$ cat config.mk
export PLATFORM = sky130hd
export DESIGN_NAME = sequenced_fragment_reassembly_unit
export DESIGN_NICKNAME = d
export VERILOG_FILES = /design/src/sv/sfr_pkg.sv /design/src/sv/sfr_front.sv /design/src/sv/sfr_queue.sv /design/src/sv/sfr_back.sv /design/src/sv/sequenced_fragment_reassembly_unit.sv
export SDC_FILE = /design/constraint.sdc
export NUM_CORES = 1
export LEC_CHECK = 0
export BUFFER_PORTS_ARGS = -buffer_cell sky130_fd_sc_hd__buf_2
export CORE_ASPECT_RATIO = 2
export CORE_MARGIN = 2
export CORE_UTILIZATION = 45
export DETAILED_ROUTE_END_ITERATION = 10
export PLACE_DENSITY = 0.64
export SLEW_MARGIN = 20
export SYNTH_ARGS = -nofsm -noshare
export SYNTH_HDL_FRONTEND = slang
export SYNTH_SLANG_ARGS = --single-unit
$ cat constraint.sdc
create_clock -name clk -period 7.6 [get_ports clk]
set_input_delay 0 -clock clk [delete_from_list [all_inputs] [get_ports clk]]
set_output_delay 0 -clock clk [all_outputs]
set_load 0.03 [all_outputs]
$ cat src/sv/sfr_pkg.sv
`timescale 1ns / 1ps
// Shared types and constants for the sequenced fragment reassembly unit.
// No dependencies; imported by every module of the block.
package sfr_pkg;

  localparam int SEQ_W = 31;
  localparam int LEN_W = 16;

  localparam logic [LEN_W-1:0] FRAGMENT_BYTES     = 16'd1300;
  localparam logic [LEN_W:0]   EXTENDED_MAX_BYTES = 17'd32768;
  localparam logic [LEN_W:0]   STOCK_MAX_BYTES    = 17'd16384;
  localparam logic [LEN_W-1:0] HDR_BYTES          = 16'd4;
  localparam logic [LEN_W-1:0] BUF_RESET_BYTES    = 16'd16384;

  // Queue between the classifier and the execution stage.
  localparam int Q_DEPTH = 2;
  localparam int Q_PTR_W = $clog2(Q_DEPTH);
  localparam int Q_CNT_W = $clog2(Q_DEPTH + 1);

  // Configuration register indexes (byte address is four times the index).
  localparam logic REG_EXT_MODE = 1'b0;
  localparam logic REG_BUF_BYTES = 1'b1;

  typedef enum logic [2:0] {
    ST_WHOLE   = 3'd0,
    ST_STALE   = 3'd1,
    ST_GAP     = 3'd2,
    ST_ILLEGAL = 3'd3,
    ST_STORED  = 3'd4,
    ST_TOOBIG  = 3'd5,
    ST_REASM   = 3'd6
  } status_t;

  // One classified item as it travels through the queue.
  typedef struct packed {
    logic             frag;
    logic [SEQ_W-1:0] seq;
    logic             fstart_hi_zero;
    logic [LEN_W-1:0] fstart_lo;
    logic             flen_bad;
    logic [LEN_W-2:0] flen_mag;
    logic             flen_full;
  } item_t;

  // Configuration as the execution stage sees it.
  typedef struct packed {
    logic             ext_mode;
    logic             buf_small;
    logic [LEN_W-1:0] buf_room;
  } cfg_t;

endpackage

$ cat src/sv/sfr_front.sv
`timescale 1ns / 1ps
// Front end: classifies an incoming header with all checks that need no state.
// Depends on sfr_pkg.
module sfr_front (
  input  logic [31:0]                   header_word,
  input  logic [31:0]                   fragment_start,
  input  logic [15:0]                   fragment_length,
  input  logic [15:0]                   payload_bytes,
  output sfr_pkg::item_t                item
);
  import sfr_pkg::*;

  always_comb begin
    item.frag           = header_word[31];
    item.seq            = header_word[SEQ_W-1:0];
    // The start offset can only match a 16-bit assembled length if its top half is zero.
    item.fstart_hi_zero = (fragment_start[31:LEN_W] == '0);
    item.fstart_lo      = fragment_start[LEN_W-1:0];
    // A negative length, or one longer than the bytes present, is illegal.
    item.flen_bad       = fragment_length[LEN_W-1] ||
                          ({1'b0, fragment_length[LEN_W-2:0]} > payload_bytes);
    item.flen_mag       = fragment_length[LEN_W-2:0];
    item.flen_full      = (fragment_length == FRAGMENT_BYTES);
  end

endmodule

$ cat src/sv/sfr_queue.sv
`timescale 1ns / 1ps
// Short queue of classified items between the front end and the execution stage.
// Depends on sfr_pkg.
module sfr_queue (
  input  logic           clk,
  input  logic           rst_n,
  input  logic           push,
  input  sfr_pkg::item_t din,
  input  logic           pop,
  output sfr_pkg::item_t dout,
  output logic           not_empty,
  output logic           full
);
  import sfr_pkg::*;

  item_t              mem_r [Q_DEPTH];
  logic [Q_PTR_W-1:0] wr_ptr_r, wr_ptr_nxt;
  logic [Q_PTR_W-1:0] rd_ptr_r, rd_ptr_nxt;
  logic [Q_CNT_W-1:0] count_r, count_nxt;

  assign dout      = mem_r[rd_ptr_r];
  assign not_empty = (count_r != '0);
  assign full      = (count_r == Q_CNT_W'(Q_DEPTH));

  always_comb begin
    wr_ptr_nxt = push ? wr_ptr_r + 1'b1 : wr_ptr_r;
    rd_ptr_nxt = pop ? rd_ptr_r + 1'b1 : rd_ptr_r;
    count_nxt  = count_r;
    if (push && !pop) begin
      count_nxt = count_r + 1'b1;
    end else if (pop && !push) begin
      count_nxt = count_r - 1'b1;
    end
  end

  always_ff @(posedge clk) begin
    if (!rst_n) begin
      wr_ptr_r <= '0;
      rd_ptr_r <= '0;
      count_r  <= '0;
    end else begin
      wr_ptr_r <= wr_ptr_nxt;
      rd_ptr_r <= rd_ptr_nxt;
      count_r  <= count_nxt;
    end
  end

  always_ff @(posedge clk) begin
    if (push) begin
      mem_r[wr_ptr_r] <= din;
    end
  end

endmodule

$ cat src/sv/sfr_back.sv
`timescale 1ns / 1ps
// Execution stage: applies one queued item to the sequence and reassembly state
// and holds the result in the output register. Depends on sfr_pkg.
module sfr_back (
  input  logic                          clk,
  input  logic                          rst_n,
  input  sfr_pkg::cfg_t                 cfg,
  input  sfr_pkg::item_t                item,
  input  logic                          item_valid,
  output logic                          pop,
  output logic                          out_valid,
  input  logic                          out_stall,
  output logic [2:0]                    out_status,
  output logic                          out_deliver,
  output logic [sfr_pkg::SEQ_W-1:0]     out_lost_packets,
  output logic [sfr_pkg::LEN_W-1:0]     out_write_offset,
  output logic [sfr_pkg::LEN_W-1:0]     out_delivered_length,
  output logic [sfr_pkg::SEQ_W-1:0]     out_sequence_out
);
  import sfr_pkg::*;

  logic [SEQ_W-1:0] last_r, last_nxt;
  logic [SEQ_W-1:0] frag_seq_r, frag_seq_nxt;
  logic [LEN_W-1:0] asm_r, asm_nxt;
  logic             valid_r, valid_nxt;

  status_t          status_r, status_nxt;
  logic             deliver_r, deliver_nxt;
  logic [SEQ_W-1:0] lost_r, lost_nxt;
  logic [LEN_W-1:0] woff_r, woff_nxt;
  logic [LEN_W-1:0] dlen_r, dlen_nxt;
  logic [SEQ_W-1:0] seq_r;

  logic             stale;
  logic [LEN_W-1:0] asm_eff;
  logic [LEN_W:0]   sum;
  logic [LEN_W:0]   limit;

  assign pop = item_valid && (!valid_r || !out_stall);

  always_comb begin
    stale   = (item.seq <= last_r);
    // A new fragment sequence starts assembly from zero.
    asm_eff = (item.seq != frag_seq_r) ? '0 : asm_r;
    sum     = {1'b0, asm_eff} + {2'b0, item.flen_mag};
    limit   = cfg.ext_mode ? EXTENDED_MAX_BYTES : STOCK_MAX_BYTES;

    status_nxt   = ST_STALE;
    deliver_nxt  = 1'b0;
    lost_nxt     = '0;
    woff_nxt     = '0;
    dlen_nxt     = '0;
    last_nxt     = last_r;
    frag_seq_nxt = frag_seq_r;
    asm_nxt      = asm_r;

    if (!stale) begin
      lost_nxt = item.seq - last_r - 1'b1;
      if (!item.frag) begin
        last_nxt    = item.seq;
        status_nxt  = ST_WHOLE;
        deliver_nxt = 1'b1;
      end else begin
        frag_seq_nxt = item.seq;
        asm_nxt      = asm_eff;
        if (!item.fstart_hi_zero || item.fstart_lo != asm_eff) begin
          status_nxt = ST_GAP;
        end else if (item.flen_bad || sum > limit) begin
          status_nxt = ST_ILLEGAL;
        end else begin
          woff_nxt = asm_eff;
          asm_nxt  = sum[LEN_W-1:0];
          if (item.flen_full) begin
            status_nxt = ST_STORED;
          end else if (cfg.buf_small || sum[LEN_W-1:0] > cfg.buf_room) begin
            // Too large: the bytes stay counted as assembled.
            status_nxt = ST_TOOBIG;
          end else begin
            status_nxt  = ST_REASM;
            deliver_nxt = 1'b1;
            dlen_nxt    = sum[LEN_W-1:0] + HDR_BYTES;
            asm_nxt     = '0;
          end
        end
      end
    end

    valid_nxt = pop ? 1'b1 : (valid_r && out_stall);
  end

  always_ff @(posedge clk) begin
    if (!rst_n) begin
      valid_r    <= 1'b0;
      last_r     <= '0;
      frag_seq_r <= '0;
      asm_r      <= '0;
    end else begin
      valid_r <= valid_nxt;
      if (pop) begin
        last_r     <= last_nxt;
        frag_seq_r <= frag_seq_nxt;
        asm_r      <= asm_nxt;
      end
    end
  end

  always_ff @(posedge clk) begin
    if (pop) begin
      status_r  <= status_nxt;
      deliver_r <= deliver_nxt;
      lost_r    <= lost_nxt;
      woff_r    <= woff_nxt;
      dlen_r    <= dlen_nxt;
      seq_r     <= item.seq;
    end
  end

  assign out_valid            = valid_r;
  assign out_status           = status_r;
  assign out_deliver          = deliver_r;
  assign out_lost_packets     = lost_r;
  assign out_write_offset     = woff_r;
  assign out_delivered_length = dlen_r;
  assign out_sequence_out     = seq_r;

endmodule

$ cat src/sv/sequenced_fragment_reassembly_unit.sv
// Sequenced fragment reassembly unit: one packet header per item, one result per item.
// The header is classified into the queue at its accepting edge and executed into the output
// register when the execution stage pops it. Throughput is one item per cycle while out_stall
// is low, set by the registered state update of the execution stage. Reset (synchronous, active
// low) clears the sequence and reassembly state, empties the queue and output register, and
// restores extended_mode to 0 and deliver_buffer_bytes to 16384.
`timescale 1ns / 1ps
module sequenced_fragment_reassembly_unit (
  input  logic                      clk,
  input  logic                      rst_n,
  // Input channel
  input  logic                      in_valid,
  output logic                      in_stall,
  input  logic [31:0]               in_header_word,
  input  logic [31:0]               in_fragment_start,
  input  logic [15:0]               in_fragment_length,
  input  logic [15:0]               in_payload_bytes,
  // Result channel
  output logic                      out_valid,
  input  logic                      out_stall,
  output logic [2:0]                out_status,
  output logic                      out_deliver,
  output logic [sfr_pkg::SEQ_W-1:0] out_lost_packets,
  output logic [sfr_pkg::LEN_W-1:0] out_write_offset,
  output logic [sfr_pkg::LEN_W-1:0] out_delivered_length,
  output logic [sfr_pkg::SEQ_W-1:0] out_sequence_out,
  // Configuration port
  input  logic                      psel,
  input  logic                      penable,
  input  logic                      pwrite,
  input  logic [2:0]                paddr,
  input  logic [31:0]               pwdata,
  output logic [31:0]               prdata,
  output logic                      pready
);
  import sfr_pkg::*;

  // Configuration registers. The buffer room (capacity less the four header bytes) and
  // the flag for a buffer too small to hold even the header are worked out when the
  // register is written, so the execution stage only has to compare against them.
  logic             ext_mode_r, ext_mode_nxt;
  logic [LEN_W-1:0] buf_bytes_r, buf_bytes_nxt;
  logic             buf_small_r, buf_small_nxt;
  logic [LEN_W-1:0] buf_room_r, buf_room_nxt;
  logic             cfg_write;
  logic             cfg_index;
  cfg_t             cfg;

  // Front end to queue, queue to execution stage.
  item_t            front_item;
  item_t            q_item;
  logic             q_not_empty;
  logic             q_full;
  logic             q_push;
  logic             q_pop;

  assign pready    = 1'b1;
  assign cfg_write = psel && penable && pwrite && pready;
  // Registers sit on word boundaries; bit 2 of the address picks the register.
  assign cfg_index = paddr[2];

  always_comb begin
    ext_mode_nxt  = ext_mode_r;
    buf_bytes_nxt = buf_bytes_r;
    if (cfg_write) begin
      unique case (cfg_index)
        REG_EXT_MODE:  ext_mode_nxt  = pwdata[0];
        REG_BUF_BYTES: buf_bytes_nxt = pwdata[LEN_W-1:0];
        default:       ext_mode_nxt  = ext_mode_r;
      endcase
    end
    buf_small_nxt = (buf_bytes_nxt < HDR_BYTES);
    buf_room_nxt  = buf_bytes_nxt - HDR_BYTES;
  end

  always_ff @(posedge clk) begin
    if (!rst_n) begin
      ext_mode_r  <= 1'b0;
      buf_bytes_r <= BUF_RESET_BYTES;
      buf_small_r <= 1'b0;
      buf_room_r  <= BUF_RESET_BYTES - HDR_BYTES;
    end else begin
      ext_mode_r  <= ext_mode_nxt;
      buf_bytes_r <= buf_bytes_nxt;
      buf_small_r <= buf_small_nxt;
      buf_room_r  <= buf_room_nxt;
    end
  end

  always_comb begin
    unique case (cfg_index)
      REG_EXT_MODE:  prdata = {31'b0, ext_mode_r};
      REG_BUF_BYTES: prdata = {16'b0, buf_bytes_r};
      default:       prdata = '0;
    endcase
  end

  assign cfg.ext_mode  = ext_mode_r;
  assign cfg.buf_small = buf_small_r;
  assign cfg.buf_room  = buf_room_r;

  // The queue decouples the two halves: the input is stalled only when it is full,
  // so a result waiting at the output does not hold up acceptance of the next item.
  assign in_stall = q_full;
  assign q_push   = in_valid && !q_full;

  sfr_front u_front (
    .header_word     (in_header_word),
    .fragment_start  (in_fragment_start),
    .fragment_length (in_fragment_length),
    .payload_bytes   (in_payload_bytes),
    .item            (front_item)
  );

  sfr_queue u_queue (
    .clk       (clk),
    .rst_n     (rst_n),
    .push      (q_push),
    .din       (front_item),
    .pop       (q_pop),
    .dout      (q_item),
    .not_empty (q_not_empty),
    .full      (q_full)
  );

  sfr_back u_back (
    .clk                  (clk),
    .rst_n                (rst_n),
    .cfg                  (cfg),
    .item                 (q_item),
    .item_valid           (q_not_empty),
    .pop                  (q_pop),
    .out_valid            (out_valid),
    .out_stall            (out_stall),
    .out_status           (out_status),
    .out_deliver          (out_deliver),
    .out_lost_packets     (out_lost_packets),
    .out_write_offset     (out_write_offset),
    .out_delivered_length (out_delivered_length),
    .out_sequence_out     (out_sequence_out)
  );

`ifndef SYNTH
  // A message is handed upward only for a whole packet or a completed reassembly.
  a_deliver_status: assert property (@(posedge clk) disable iff (!rst_n)
    out_valid && out_deliver |-> (out_status == ST_WHOLE || out_status == ST_REASM))
    else $error("deliver flag set for a non-delivering status");

  // Only a reassembled delivery reports a length, and it always includes the header.
  a_dlen_only_reasm: assert property (@(posedge clk) disable iff (!rst_n)
    out_valid && out_status != ST_REASM |-> out_delivered_length == '0)
    else $error("delivered length reported outside a reassembled delivery");

  // A stale packet changes nothing and reports no gap and no offset.
  a_stale_fields: assert property (@(posedge clk) disable iff (!rst_n)
    out_valid && out_status == ST_STALE |-> out_lost_packets == '0 && out_write_offset == '0)
    else $error("stale packet carries a gap or an offset");

  // The output register is empty straight after reset.
  a_reset_empty: assert property (@(posedge clk)
    !rst_n |=> !out_valid)
    else $error("result valid after reset");
`endif

endmodule
==> metrics.md, run 1 <==
| Metric | Value |
|---|---|
| Outcome | `complete, no violations` |
| ANT nets after route | `0` |
| Worst-Skew Late Latency | `0.59 ns` |
| MaxCap Viol Count | `0` |
| Mean number of vias per cell | `5.28` |
| Share of cells above drive strength 1 | `21.3%` |
| Async S/R FF share, synth | `0%` |
| Die X | `142 µm` |
| Initial antenna violation count | `2` |
| Worst path required time | `8.04 ns` |
| Routability congestion estimate | `0.965` |
| H-tree depth | `1` |
| Root buf cell | `clkbuf_16` |
| Synth top area share | `40.4%` |
| Period utilization | `93.7%` |
| P per Cell Area | `394 nW/µm²` |
| IO buf count | `235` |
| Arrival @ worst endpoint | `7.56 ns` |
| Sequential cell area | `9230 µm²` |
| Fillers | `3,299` |
| Fin Setup TNS | `0 ns` |
| Final Instance Area | `20,900 µm²` |
| Clk slew on worst S/H paths | `0.06 ns` |
| Wire length per cell | `19.0 µm` |
| Final setup vio count | `0` |
| GRT Util Overall | `22.4%` |
| First-pass GRT wire length | `67,800 µm` |
| Largest family of logic cells by synthesized area | `simple AND/OR/NAND/NOR gates` |
| P&R area growth vs syn | `22.2%` |
| Initial Utilization | `45.3%` |
| CTS max path bufs | `3` |
| CP startpoint kind | `flip-flop` |
| HP Class | `input pin to flip-flop` |
| Mean post-synth cell area | `11.2 µm²` |
| Post-synth EDFFs | `230` |
| Die Ht | `280 µm` |
| RSZ-0062 raised after global routing | `no` |
| Hold Path Depth | `4` |
| CTS tree | `done` |
| Syn Inst Count | `1,527` |
| Leak pwr | `8.49 nW` |
| Commonest non-fill, non-tap cell in the layout | `buf_2` |
| Via count | `12,600` |
| Top_reg_cell synth | `edfxtp_1` |
| Area occupied by multi-input gates | `7080 µm²` |
| Die ar. | `39,700 µm²` |
| Max Slew Vio Count | `0` |
| Vias in the first global route | `12,600` |
| CP max FO | `17` |
| Highest attainable clock frequency | `0.140 GHz` |
| Max VDD drop | `0.171 mV` |
| Distinct cells, synth | `78` |
| # DRC | `0` |
| Post-Synth Adder-Cell Area | `6.29%` |
| Slew HR | `29.8%` |
| Worst Tran Pin Value | `1.05 ns` |
| Cell area after synthesis | `17,100 µm²` |
| Clock skew | `0.0286 ns` |
| Syn. warnings | `0` |
| Drt initial violations | `597` |
| Placed inst area | `19,000 µm²` |
| Largest net degree at the start of global routing | `86` |
| Top Ports | `271` |
| # rows | `101` |
| Core box area | `37,800 µm²` |
| Synth area leaders | `edfxtp_1, dfxtp_1, ha_1` |
| XOR/XNOR share of the synthesized area | `5.25%` |
| Leading cell types in the layout, fill and taps excluded | `buf_2, edfxtp_1, nor2_1` |
| CTS Buf Count | `31` |
| Register area share after synthesis | `53.9%` |
| GRT Residual Overflow | `0` |
| Crit Path Class | `flip-flop to flip-flop` |
| Final hold violation count | `0` |
| Tmin final | `7.12 ns` |
| Mux share of post-synthesis cell area | `5.16%` |
| Post-DP HPWL | `35,100 µm` |
| Synthesized flop and latch total | `346` |
| Net count, final | `2,113` |
| Final WL | `45,200 µm` |
| FF-to-FF path depth | `26` |
| Top cell type by total area after synthesis | `edfxtp_1` |
| Post-synthesis compound-gate area fraction | `11.4%` |
| Clk sinks | `346` |
| CP endpoint kind | `flip-flop` |
| Post-Synth Simple-Gate Area | `12.8%` |
| First-pass detailed-route iteration total | `7` |
-- cells in the mapped netlist (4+ instances only) --
cell type / instances
edfxtp_1: 230
nor2_1: 172
inv_1: 135
dfxtp_1: 116
ha_1: 82
a211oi_1: 71
xnor2_1: 64
a21oi_1: 49
nand2_1: 49
mux2i_1: 41
clkbuf_1: 38
xor2_1: 36
and2_1: 33
nor3_1: 33
a21o_1: 29
o21ai_0: 25
nor4_1: 22
and3_1: 21
mux2_2: 20
nand4_1: 20
nand3_1: 19
mux2i_2: 18
a22o_1: 17
buf_4: 17
a31oi_1: 11
nor2b_1: 11
o21a_1: 11
nand2b_1: 8
and4_1: 7
nor2_4: 6
nor4b_1: 6
or3_1: 6
a21boi_0: 5
o211ai_1: 5
o21bai_1: 5
o311ai_0: 5
buf_1: 4
buf_2: 4
buf_6: 4
nor2_2: 4
o31ai_1: 4
o41ai_1: 4
or2_2: 4
-- what timing repair did --
action,4_1_cts,5_1_grt
buffers inserted,0,1
hold endpoints to repair,166,0
hold buffers,90,0
gates resized for setup,0,3
endpoints found under the setup margin,0,47
-- worst max-delay path: stages, from the launching register on --
cell and delay (ns):
dfxtp_4 0.62, buf_12 0.25, mux2i_2 0.27, xnor2_1 0.19, nor4_1 0.34, and4_2 0.45
and3_1 0.24, ha_1 0.20, inv_1 0.06, fa_1 0.39, nand2b_1 0.18, a211oi_1 0.31
o21a_1 0.28, o41ai_2 0.13, xnor2_1 0.43, inv_1 0.17, ha_1 0.33, a21o_1 0.18
a21o_1 0.17, a21oi_1 0.13, nor2b_1 0.06, a311o_1 0.31, o31ai_1 0.26, nand3b_1 0.24
or3_1 0.48, buf_12 0.19, nor2_1 0.12
-- report_power, final --
part | internal, mW | switching (mW) | total [mW]
sequential | 2.69 | 0.209 | 2.90
clock | 0.820 | 0.675 | 1.50
combinational | 1.36 | 2.50 | 3.86
-- per-layer routing --
metal	routed length [µm]	up-vias	GRT usage (%)
met5	0	-	0
met4	3090	0	13.7
met3	1630	128	2.05
met2	26100	379	46.1
met1	14400	5853	20.2
li1	-	6213	-
-- cells by family (layout without fill, tap and decap cells) --
family,count (synthesis),count (layout)
DFF,346,346
other,2,19
xor gates and xnor gates,101,101
buffers and inverters,205,578
muxes,79,79
and+or+nand+nor,433,433
adders and majority gates,85,85
AOI/OAI and AO/OA,276,276
-- per-stage QoR --
stage               utilization, %  hold WS [ns]  std cells  setup slack, ns  power (mW)
CTS                           55.3        0.0387       2377            0.348        8.28
global placement              50.4         0.190       2230            0.451        6.66
global route                  55.4        0.0881       2380           0.0573        8.74
floorplan                        -        0.0989       1542             1.17        5.64
detailed placement            50.4         0.192       2230            0.364        6.73
finish                        55.4        0.0658       2380            0.478        8.25
-- cell type report --
| cell class | count | area share [%] |
|---|---|---|
| clock buffers | 42 | 3.91 |
| multi-input cells | 991 | 33.9 |
| inverters | 135 | 2.43 |
| diodes | 2 | 0.0239 |
| repair buffers | 386 | 12.2 |
| clock inverters | 15 | 0.640 |
| well taps | 463 | 2.77 |
| flip-flops and latches | 346 | 44.1 |
-- path summary, 6_finish.rpt --
kind / slack (ns) / start / to
worst min register to register: 0.49 / u_back.out_valid$_SDFF_PN0_ / u_back.out_valid$_SDFF_PN0_
worst max-delay path: 0.48 / flip-flop / u_back.out_delivered_length[15]$_SDFFCE_PP0P_
worst min-delay path: 0.07 / pwrite / buf_room_r[11]$_SDFF_PN1_
worst max register to register: 0.48 / flip-flop / u_back.out_delivered_length[15]$_SDFFCE_PP0P_
-- flip-flops by register name (all words and copies together) (netlist names), named ones only --
signal / flops
u_queue.rd_ptr_r: 1
u_back.asm_r: 16
ext_mode_r: 1
u_back.out_write_offset: 16
buf_bytes_r: 16
u_back.out_status: 3
u_queue.wr_ptr_r: 1
buf_small_r: 1
buf_room_r: 14
u_back.out_sequence_out: 31
u_back.last_r: 31
u_queue.mem_r: 132
u_queue.count_r: 2
u_back.out_lost_packets: 31
u_back.out_delivered_length: 16
u_back.frag_seq_r: 31
u_back.out_deliver: 1
u_back.out_valid: 1
Power figures use the tool's default switching activity.
==> run 2: changes to the inputs <==
--- a/config.mk
+++ b/config.mk
@@ -10,8 +10,9 @@
 export CORE_MARGIN = 2
 export CORE_UTILIZATION = 45
 export DETAILED_ROUTE_END_ITERATION = 10
-export PLACE_DENSITY = 0.64
+export PLACE_DENSITY = 0.63
 export SLEW_MARGIN = 20
 export SYNTH_ARGS = -nofsm -noshare
 export SYNTH_HDL_FRONTEND = slang
+export SYNTH_HIERARCHICAL = 1
 export SYNTH_SLANG_ARGS = --single-unit
==> constraint.sdc (replaced) <==
create_clock -name clk -period 9.23 [get_ports clk]
set_input_delay 0 -clock clk [delete_from_list [all_inputs] [get_ports clk]]
set_output_delay 0 -clock clk [all_outputs]
set_load 0.03 [all_outputs]
==> metrics.md, run 2 <==
| Metric | Value |
|---|---|
| CTS max path bufs | `3 (unchanged)` |
| Power share of the clock group | `20.7% (was 18.1%)` |
| Distinct cells, synth | `98 (was 78)` |
| Syn Inst Count | `1,633 (was 1,527)` |
| MaxCap Viol Count | `0 (unchanged)` |
| Synth area leaders | `edfxtp_1, dfxtp_1, ha_1 (unchanged)` |
| Drt initial violations | `613 (was 597)` |
| CP max FO | `26 (was 17)` |
| # DRC | `0 (unchanged)` |
| Leak pwr | `8.41 nW (was 8.49 nW)` |
| CTS Buf Count | `30 (was 31)` |
| RSZ-0062 raised after global routing | `no (unchanged)` |
| Worst path required time | `9.73 ns (was 8.04 ns)` |
| Final hold violation count | `0 (unchanged)` |
| Top cell type by total area after synthesis | `edfxtp_1 (unchanged)` |
| Postcts setup bufs | `0 (unchanged)` |
| Clk slew on worst S/H paths | `0.07 ns (was 0.06 ns)` |
| Async S/R FF share, synth | `0% (unchanged)` |
| Max Slew Vio Count | `0 (unchanged)` |
| Highest attainable clock frequency | `0.128 GHz (was 0.140 GHz)` |
| Top Ports | `271 (unchanged)` |
| Critical path buffers and inverters | `3 (was 4)` |
| Via count | `12,800 (was 12,600)` |
| Final setup vio count | `0 (unchanged)` |
| IO buf count | `235 (unchanged)` |
| Tmin final | `7.83 ns (was 7.12 ns)` |
| Crit-path max cell delay | `0.91 ns (was 0.62 ns)` |
| Worst Tran Pin Value | `1.22 ns (was 1.05 ns)` |
| Post-CTS sizing | `0 (unchanged)` |
| Initial antenna violation count | `0 (was 2)` |
| Initial Utilization | `45.7% (was 45.3%)` |
| Routability congestion estimate | `0.932 (was 0.965)` |
| Core box area | `39,600 µm² (was 37,800 µm²)` |
| CTS tree | `done (unchanged)` |
| Leading cell types in the layout, fill and taps excluded | `buf_2, edfxtp_1, nand2_1 (was buf_2, edfxtp_1, nor2_1)` |
| Comb power frac | `42.4% (was 46.8%)` |
| First-pass detailed-route iteration total | `5 (was 7)` |
| ANT nets after route | `0 (unchanged)` |
| Register area share after synthesis | `51.0% (was 53.9%)` |
| Most frequent cell after synthesis | `edfxtp_1 (unchanged)` |
| Clk sinks | `346 (unchanged)` |
| Top_reg_cell synth | `edfxtp_1 (unchanged)` |
| Period utilization | `84.8% (was 93.7%)` |
| Fin Setup TNS | `0 ns (unchanged)` |
| Die X | `146 µm (was 142 µm)` |
| Max VDD drop | `0.147 mV (was 0.171 mV)` |
| Family with the most delay on the worst path | `simple AND/OR/NAND/NOR gates (unchanged)` |
| HP Class | `input pin to flip-flop (unchanged)` |
| Share of cells above drive strength 1 | `22.4% (was 21.3%)` |
| Mean number of vias per cell | `5.23 (was 5.28)` |
| Die Ht | `287 µm (was 280 µm)` |
| Crit Path Class | `flip-flop to flip-flop (unchanged)` |
| Tot Pwr | `6.22 mW (was 8.25 mW)` |
| First-pass GRT wire length | `72,200 µm (was 67,800 µm)` |
| Arrival @ worst endpoint | `8.33 ns (was 7.56 ns)` |
| Slowest-stage cell, CP | `or4b_1 (was dfxtp_4)` |
| GRT Residual Overflow | `0 (unchanged)` |
| Post-DP HPWL | `36,900 µm (was 35,100 µm)` |
| Synth top area share | `38.2% (was 40.4%)` |
| Flop-to-flop setup slack | `1.40 ns (was 0.48 ns)` |
| GRT Util Overall | `22.6% (was 22.4%)` |
| Sw Ratio | `39.4% (was 41.0%)` |
| Cell area after synthesis | `18,100 µm² (was 17,100 µm²)` |
| Vias in the first global route | `13,300 (was 12,600)` |
| # rows | `103 (was 101)` |
| CP endpoint kind | `flip-flop (unchanged)` |
| Die ar. | `41,900 µm² (was 39,700 µm²)` |
| P per Cell Area | `292 nW/µm² (was 394 nW/µm²)` |
| Outcome | `complete, no violations (unchanged)` |
| Largest net degree at the start of global routing | `67 (was 86)` |
| Root buf cell | `clkbuf_16 (unchanged)` |
| Synthesized flop and latch total | `346 (unchanged)` |
| Int Pwr | `3.77 mW (was 4.87 mW)` |
| Wire length per cell | `19.7 µm (was 19.0 µm)` |
| Mean post-synth cell area | `11.1 µm² (was 11.2 µm²)` |
| Commonest non-fill, non-tap cell in the layout | `buf_2 (unchanged)` |
| Largest register FFs | `132 (unchanged)` |
| ANT cells | `0 (was 2)` |
| Top reg by flops | `u_queue/mem_r (was u_queue.mem_r)` |
| Final WL | `48,400 µm (was 45,200 µm)` |
| H-tree depth | `1 (unchanged)` |
| Clock skew | `0.0233 ns (was 0.0286 ns)` |
| Syn. warnings | `6 (was 0)` |
| P&R area growth vs syn | `17.9% (was 22.2%)` |
| Sequential power share | `36.9% (was 35.1%)` |
| Net count, final | `2,128 (was 2,113)` |
| Slew HR | `17.9% (was 29.8%)` |
| CP startpoint kind | `flip-flop (unchanged)` |
| Worst-Skew Late Latency | `0.58 ns (was 0.59 ns)` |
| Post-synth EDFFs | `230 (unchanged)` |
| P_sw | `2.45 mW (was 3.38 mW)` |
| Top cells by count, synth | `edfxtp_1, nand2_1, inv_1 (was edfxtp_1, nor2_1, inv_1)` |
run 2: cell count changes in the layout (fill, tap and decap cells not counted), sizes merged, moves of 13 or more:
cell / delta
a211oi: -63
a21oi: +39
a22o: -16
and2: +19
and3: -17
buf: -35
inv: -14
mux2: +48
mux2i: -20
nand2: +81
nor2: -74
o22ai: +13
xor2: +18
run 2: area by class of cell:
class / instances / area, µm²
tap: 525 / 657
sequential: 346 / 9230
clock buffer: 42 / 850
timing repair buffer: 359 / 2360
multi-input combinational: 1048 / 7590
fill: 3484 / 18300
inverter: 122 / 462
clock inverter: 14 / 156
run 2: kinds of logic (layout without fill, tap and decap cells):
logic type                 count (synthesis)  in the layout  synth area share (%)
DFF                                      346            346                  51.0
other                                      2             17                0.0415
buffers and inverters                    254            537                  7.38
xor gates and xnor gates                 107            107                  5.30
and+or+nand+nor                          478            478                  14.1
muxes                                    107            107                  6.42
adders and majority gates                 83             83                  5.83
AOI/OAI and AO/OA                        256            256                  9.93
run 2: final timing paths:
| check | start | end | cells after the start |
|---|---|---|---|
| setup / recovery | flip-flop | u_back/asm_r[3]$_SDFFE_PN0P_ | 25 |
| hold / removal | in_payload_bytes[15] | u_queue/mem_r[1][16]$_DFFE_PP_ | 3 |
| setup reg to reg | flip-flop | u_back/asm_r[3]$_SDFFE_PN0P_ | 25 |
| hold reg to reg | u_back/last_r[16]$_SDFFE_PN0P_ | u_back/last_r[16]$_SDFFE_PN0P_ | 2 |
run 2: what timing repair did:
action | 4_1_cts | 5_1_grt
hold buffers | 98 | 0
endpoints found under the hold margin | 168 | 0
setup endpoints to repair | 0 | 0
run 2: worst min-delay path: cells and delay by family:
| kind | cells | cell delay, ns |
|---|---|---|
| buffers and inverters | 1 | 0.09 |
| AO/OA/AOI/OAI | 2 | 0.35 |
run 2: metrics by stage:
stage               worst slack (ns)  cell area, µm²  util, %  hold WS [ns]  cells
floorplan                       3.09           18100        -         0.118   1648
global placement                1.44           19300     48.8         0.189   2302
detailed placement              1.46           19300     48.8         0.193   2302
CTS                             1.41           21300     53.9        0.0111   2456
global route                   0.913           21300     53.9        0.0249   2456
finish                          1.40           21300     53.9        0.0354   2456
run 2: power groups by stage:
stage | clock, mW | combinational, mW | sequential (mW)
finish | 1.29 | 2.64 | 2.29
global route | 1.37 | 2.85 | 2.33
CTS | 1.33 | 2.66 | 2.30
detailed placement | 0 | 2.62 | 2.33
global placement | 0 | 2.60 | 2.32
floorplan | 0 | 1.48 | 2.73
run 2: metal layers:
layer	up-vias	track usage [%]	share of wire (%)
li1	6272	-	-
met1	6068	19.5	32
met2	344	46.6	57
met3	157	2.00	2.9
met4	0	16.3	8.1
met5	-	0	0
==> run 3: changes to the inputs <==
--- a/config.mk
+++ b/config.mk
@@ -10,7 +10,7 @@
 export CORE_MARGIN = 2
 export CORE_UTILIZATION = 45
 export DETAILED_ROUTE_END_ITERATION = 10
-export PLACE_DENSITY = 0.63
+export PLACE_DENSITY = 0.66
 export SLEW_MARGIN = 20
 export SYNTH_ARGS = -nofsm -noshare
 export SYNTH_HDL_FRONTEND = slang
==> constraint.sdc (replaced) <==
create_clock -name clk -period 6.4 [get_ports clk]
set_input_delay 0 -clock clk [delete_from_list [all_inputs] [get_ports clk]]
set_output_delay 0 -clock clk [all_outputs]
set_load 0.03 [all_outputs]
==> metrics.md, run 3 (synthesis gave the netlist of run 2 again) <==
| Metric | Value |
|---|---|
| # DRC | `0 (unchanged)` |
| Net count, final | `2,263 (was 2,128)` |
| Period utilization | `98.1% (was 84.8%)` |
| GRT Util Overall | `24.7% (was 22.6%)` |
| Sw Ratio | `39.4% (about the same)` |
| Drt initial violations | `532 (was 613)` |
| Leak pwr | `9.31 nW (was 8.41 nW)` |
| P per Cell Area | `410 nW/µm² (was 292 nW/µm²)` |
| Fillers | `3,393 (was 3,484)` |
| Largest register FFs | `132 (unchanged)` |
| Most numerous cell on the critical path | `buf_4` |
| Leading cell types in the layout, fill and taps excluded | `buf_2, edfxtp_1, buf_4 (was buf_2, edfxtp_1, nand2_1)` |
| Vias in the first global route | `14,100 (was 13,300)` |
| Top Ports | `271 (unchanged)` |
| MaxCap Viol Count | `0 (unchanged)` |
| CP max FO | `8 (was 26)` |
| Finished Layout Cells | `2,593 (was 2,456)` |
| Fin Hold WS | `0.0372 ns (was 0.0354 ns)` |
| RSZ-0062 raised after global routing | `yes (was no)` |
| Clk slew on worst S/H paths | `0.07 ns (about the same)` |
| CTS tree | `done (unchanged)` |
| CTS Buf Count | `30 (unchanged)` |
| Die X | `146 µm (unchanged)` |
| Top reg by flops | `u_queue/mem_r (unchanged)` |
| Max Slew Vio Count | `0 (unchanged)` |
| Via count | `13,600 (was 12,800)` |
| HP Class | `input pin to flip-flop (unchanged)` |
| Routability congestion estimate | `0.968 (was 0.932)` |
| CP endpoint kind | `flip-flop (unchanged)` |
| Crit-path max cell delay | `0.51 ns (was 0.91 ns)` |
| Worst Tran Pin Value | `1.06 ns (was 1.22 ns)` |
| CP startpoint kind | `flip-flop (unchanged)` |
| Final hold violation count | `0 (unchanged)` |
| Initial Utilization | `45.7% (unchanged)` |
| Worst-Skew Late Latency | `0.58 ns (about the same)` |
| Core box area | `39,600 µm² (unchanged)` |
| Highest attainable clock frequency | `0.159 GHz (was 0.128 GHz)` |
| Die ar. | `41,900 µm² (unchanged)` |
| Largest net degree at the start of global routing | `67 (unchanged)` |
| GRT Residual Overflow | `0 (unchanged)` |
| Die Ht | `287 µm (unchanged)` |
| Crit Path Class | `flip-flop to flip-flop (unchanged)` |
| First-pass GRT wire length | `78,600 µm (was 72,200 µm)` |
| ANT nets after route | `0 (unchanged)` |
| IO buf count | `235 (unchanged)` |
| Commonest non-fill, non-tap cell in the layout | `buf_2 (unchanged)` |
| H-tree depth | `1 (unchanged)` |
| Slowest-stage cell, CP | `or4b_4 (was or4b_1)` |
| DP Cell Count | `2,412 (was 2,302)` |
| First-pass detailed-route iteration total | `5 (unchanged)` |
| Root buf cell | `clkbuf_16 (unchanged)` |
| Worst path required time | `6.89 ns (was 9.73 ns)` |
| # rows | `103 (unchanged)` |
| Mean number of vias per cell | `5.23 (about the same)` |
| Arrival @ worst endpoint | `6.77 ns (was 8.33 ns)` |
| CTS max path bufs | `3 (unchanged)` |
| Outcome | `complete, no violations (unchanged)` |
| Share of cells above drive strength 1 | `30.3% (was 22.4%)` |
| Final setup vio count | `0 (unchanged)` |
| Comb power frac | `45.0% (was 42.4%)` |
| Power share of the clock group | `19.9% (was 20.7%)` |
| P&R area growth vs syn | `27.5% (was 17.9%)` |
| Int Pwr | `5.73 mW (was 3.77 mW)` |
| Max VDD drop | `0.208 mV (was 0.147 mV)` |
| Clock skew | `0.0150 ns (was 0.0233 ns)` |
| Sequential power share | `35.1% (was 36.9%)` |
| Post-DP HPWL | `40,900 µm (was 36,900 µm)` |
| P_sw | `3.72 mW (was 2.45 mW)` |
| Initial antenna violation count | `2 (was 0)` |
| Wire length per cell | `20.7 µm (was 19.7 µm)` |
| Slew HR | `28.6% (was 17.9%)` |
| Clk sinks | `346 (unchanged)` |
| Tmin final | `6.28 ns (was 7.83 ns)` |
| Final WL | `53,600 µm (was 48,400 µm)` |
==> run 3: changes by cell type in the layout (fill, tap and decap cells not counted), sizes merged, moves of 2 or more <==
cell	previous run	this run
clkinv	11	6
diode	0	2
buf	261	396
clkbuf	42	52
dlygate4sd3	98	92
==> run 3: cell type report <==
type | instances | area, µm² | area share (%)
diodes | 2 | 5.00 | 0.0217
clock buffers | 47 | 897 | 3.89
clock inverters | 9 | 115 | 0.500
inverters | 122 | 460 | 2.00
multi-input cells | 1048 | 8120 | 35.2
flip-flops and latches | 346 | 9230 | 40.1
well taps | 525 | 657 | 2.85
repair buffers | 494 | 3560 | 15.4
==> run 3: metal layers <==
layer,GRT usage [%],vias to the layer above,share of wire (%)
met1,20.4,6444,30
met2,51.7,400,59
met3,2.52,177,3.0
li1,-,6532,-
met4,18.6,0,8.4
met5,0,-,0
==> run 3: critical path: cells and delay by family (launching register included) <==
family,cells,cell delay (ns)
compound gates,6,1.30
xor+xnor,2,0.34
fa+ha+maj,2,0.53
buf+inv,9,1.33
flops,1,0.41
mux,1,0.34
simple gates,8,1.93
==> run 3: worst paths after layout <==
kind	slack, ns	end	cells after the start	from
worst min-delay path	0.04	buf_bytes_r[0]$_SDFFE_PN0P_	4	psel
worst min register to register	0.45	u_back/last_r[7]$_SDFFE_PN0P_	2	u_back/last_r[7]$_SDFFE_PN0P_
worst max register to register	0.12	u_back/asm_r[9]$_SDFFE_PN0P_	28	flip-flop
worst max-delay path	0.12	u_back/asm_r[9]$_SDFFE_PN0P_	28	flip-flop
==> run 3: timing repair <==
action	in CTS	in global routing
gates resized for setup	23	79
setup endpoints to repair	44	51
hold buffers	92	0
cloned	2	5
buffers inserted	5	20
endpoints found under the hold margin	166	0
pin swaps	15	42
==> run 3: power groups by stage <==
stage	logic, mW	clock network [mW]	registers, mW
5_1_grt	4.57	2.00	3.36
3_5_place_dp	4.01	0	3.36
4_1_cts	4.12	1.91	3.32
2_1_floorplan	2.13	0	3.93
3_3_place_gp	3.96	0	3.35
6_report	4.25	1.88	3.31
==> run 3: through the flow <==
step | TNS [ns] | util [%] | power (mW) | worst slack (ns) | instance area, µm²
6_report | 0 | 58.2 | 9.45 | 0.120 | 23000
2_1_floorplan | 0 | - | 6.06 | 0.263 | 18100
3_5_place_dp | -9.15 | 51.0 | 7.37 | -0.341 | 20200
3_3_place_gp | -6.45 | 51.0 | 7.31 | -0.248 | 20200
5_1_grt | -2.86 | 58.2 | 9.94 | -0.151 | 23000
4_1_cts | 0 | 56.4 | 9.35 | 0.0166 | 22300
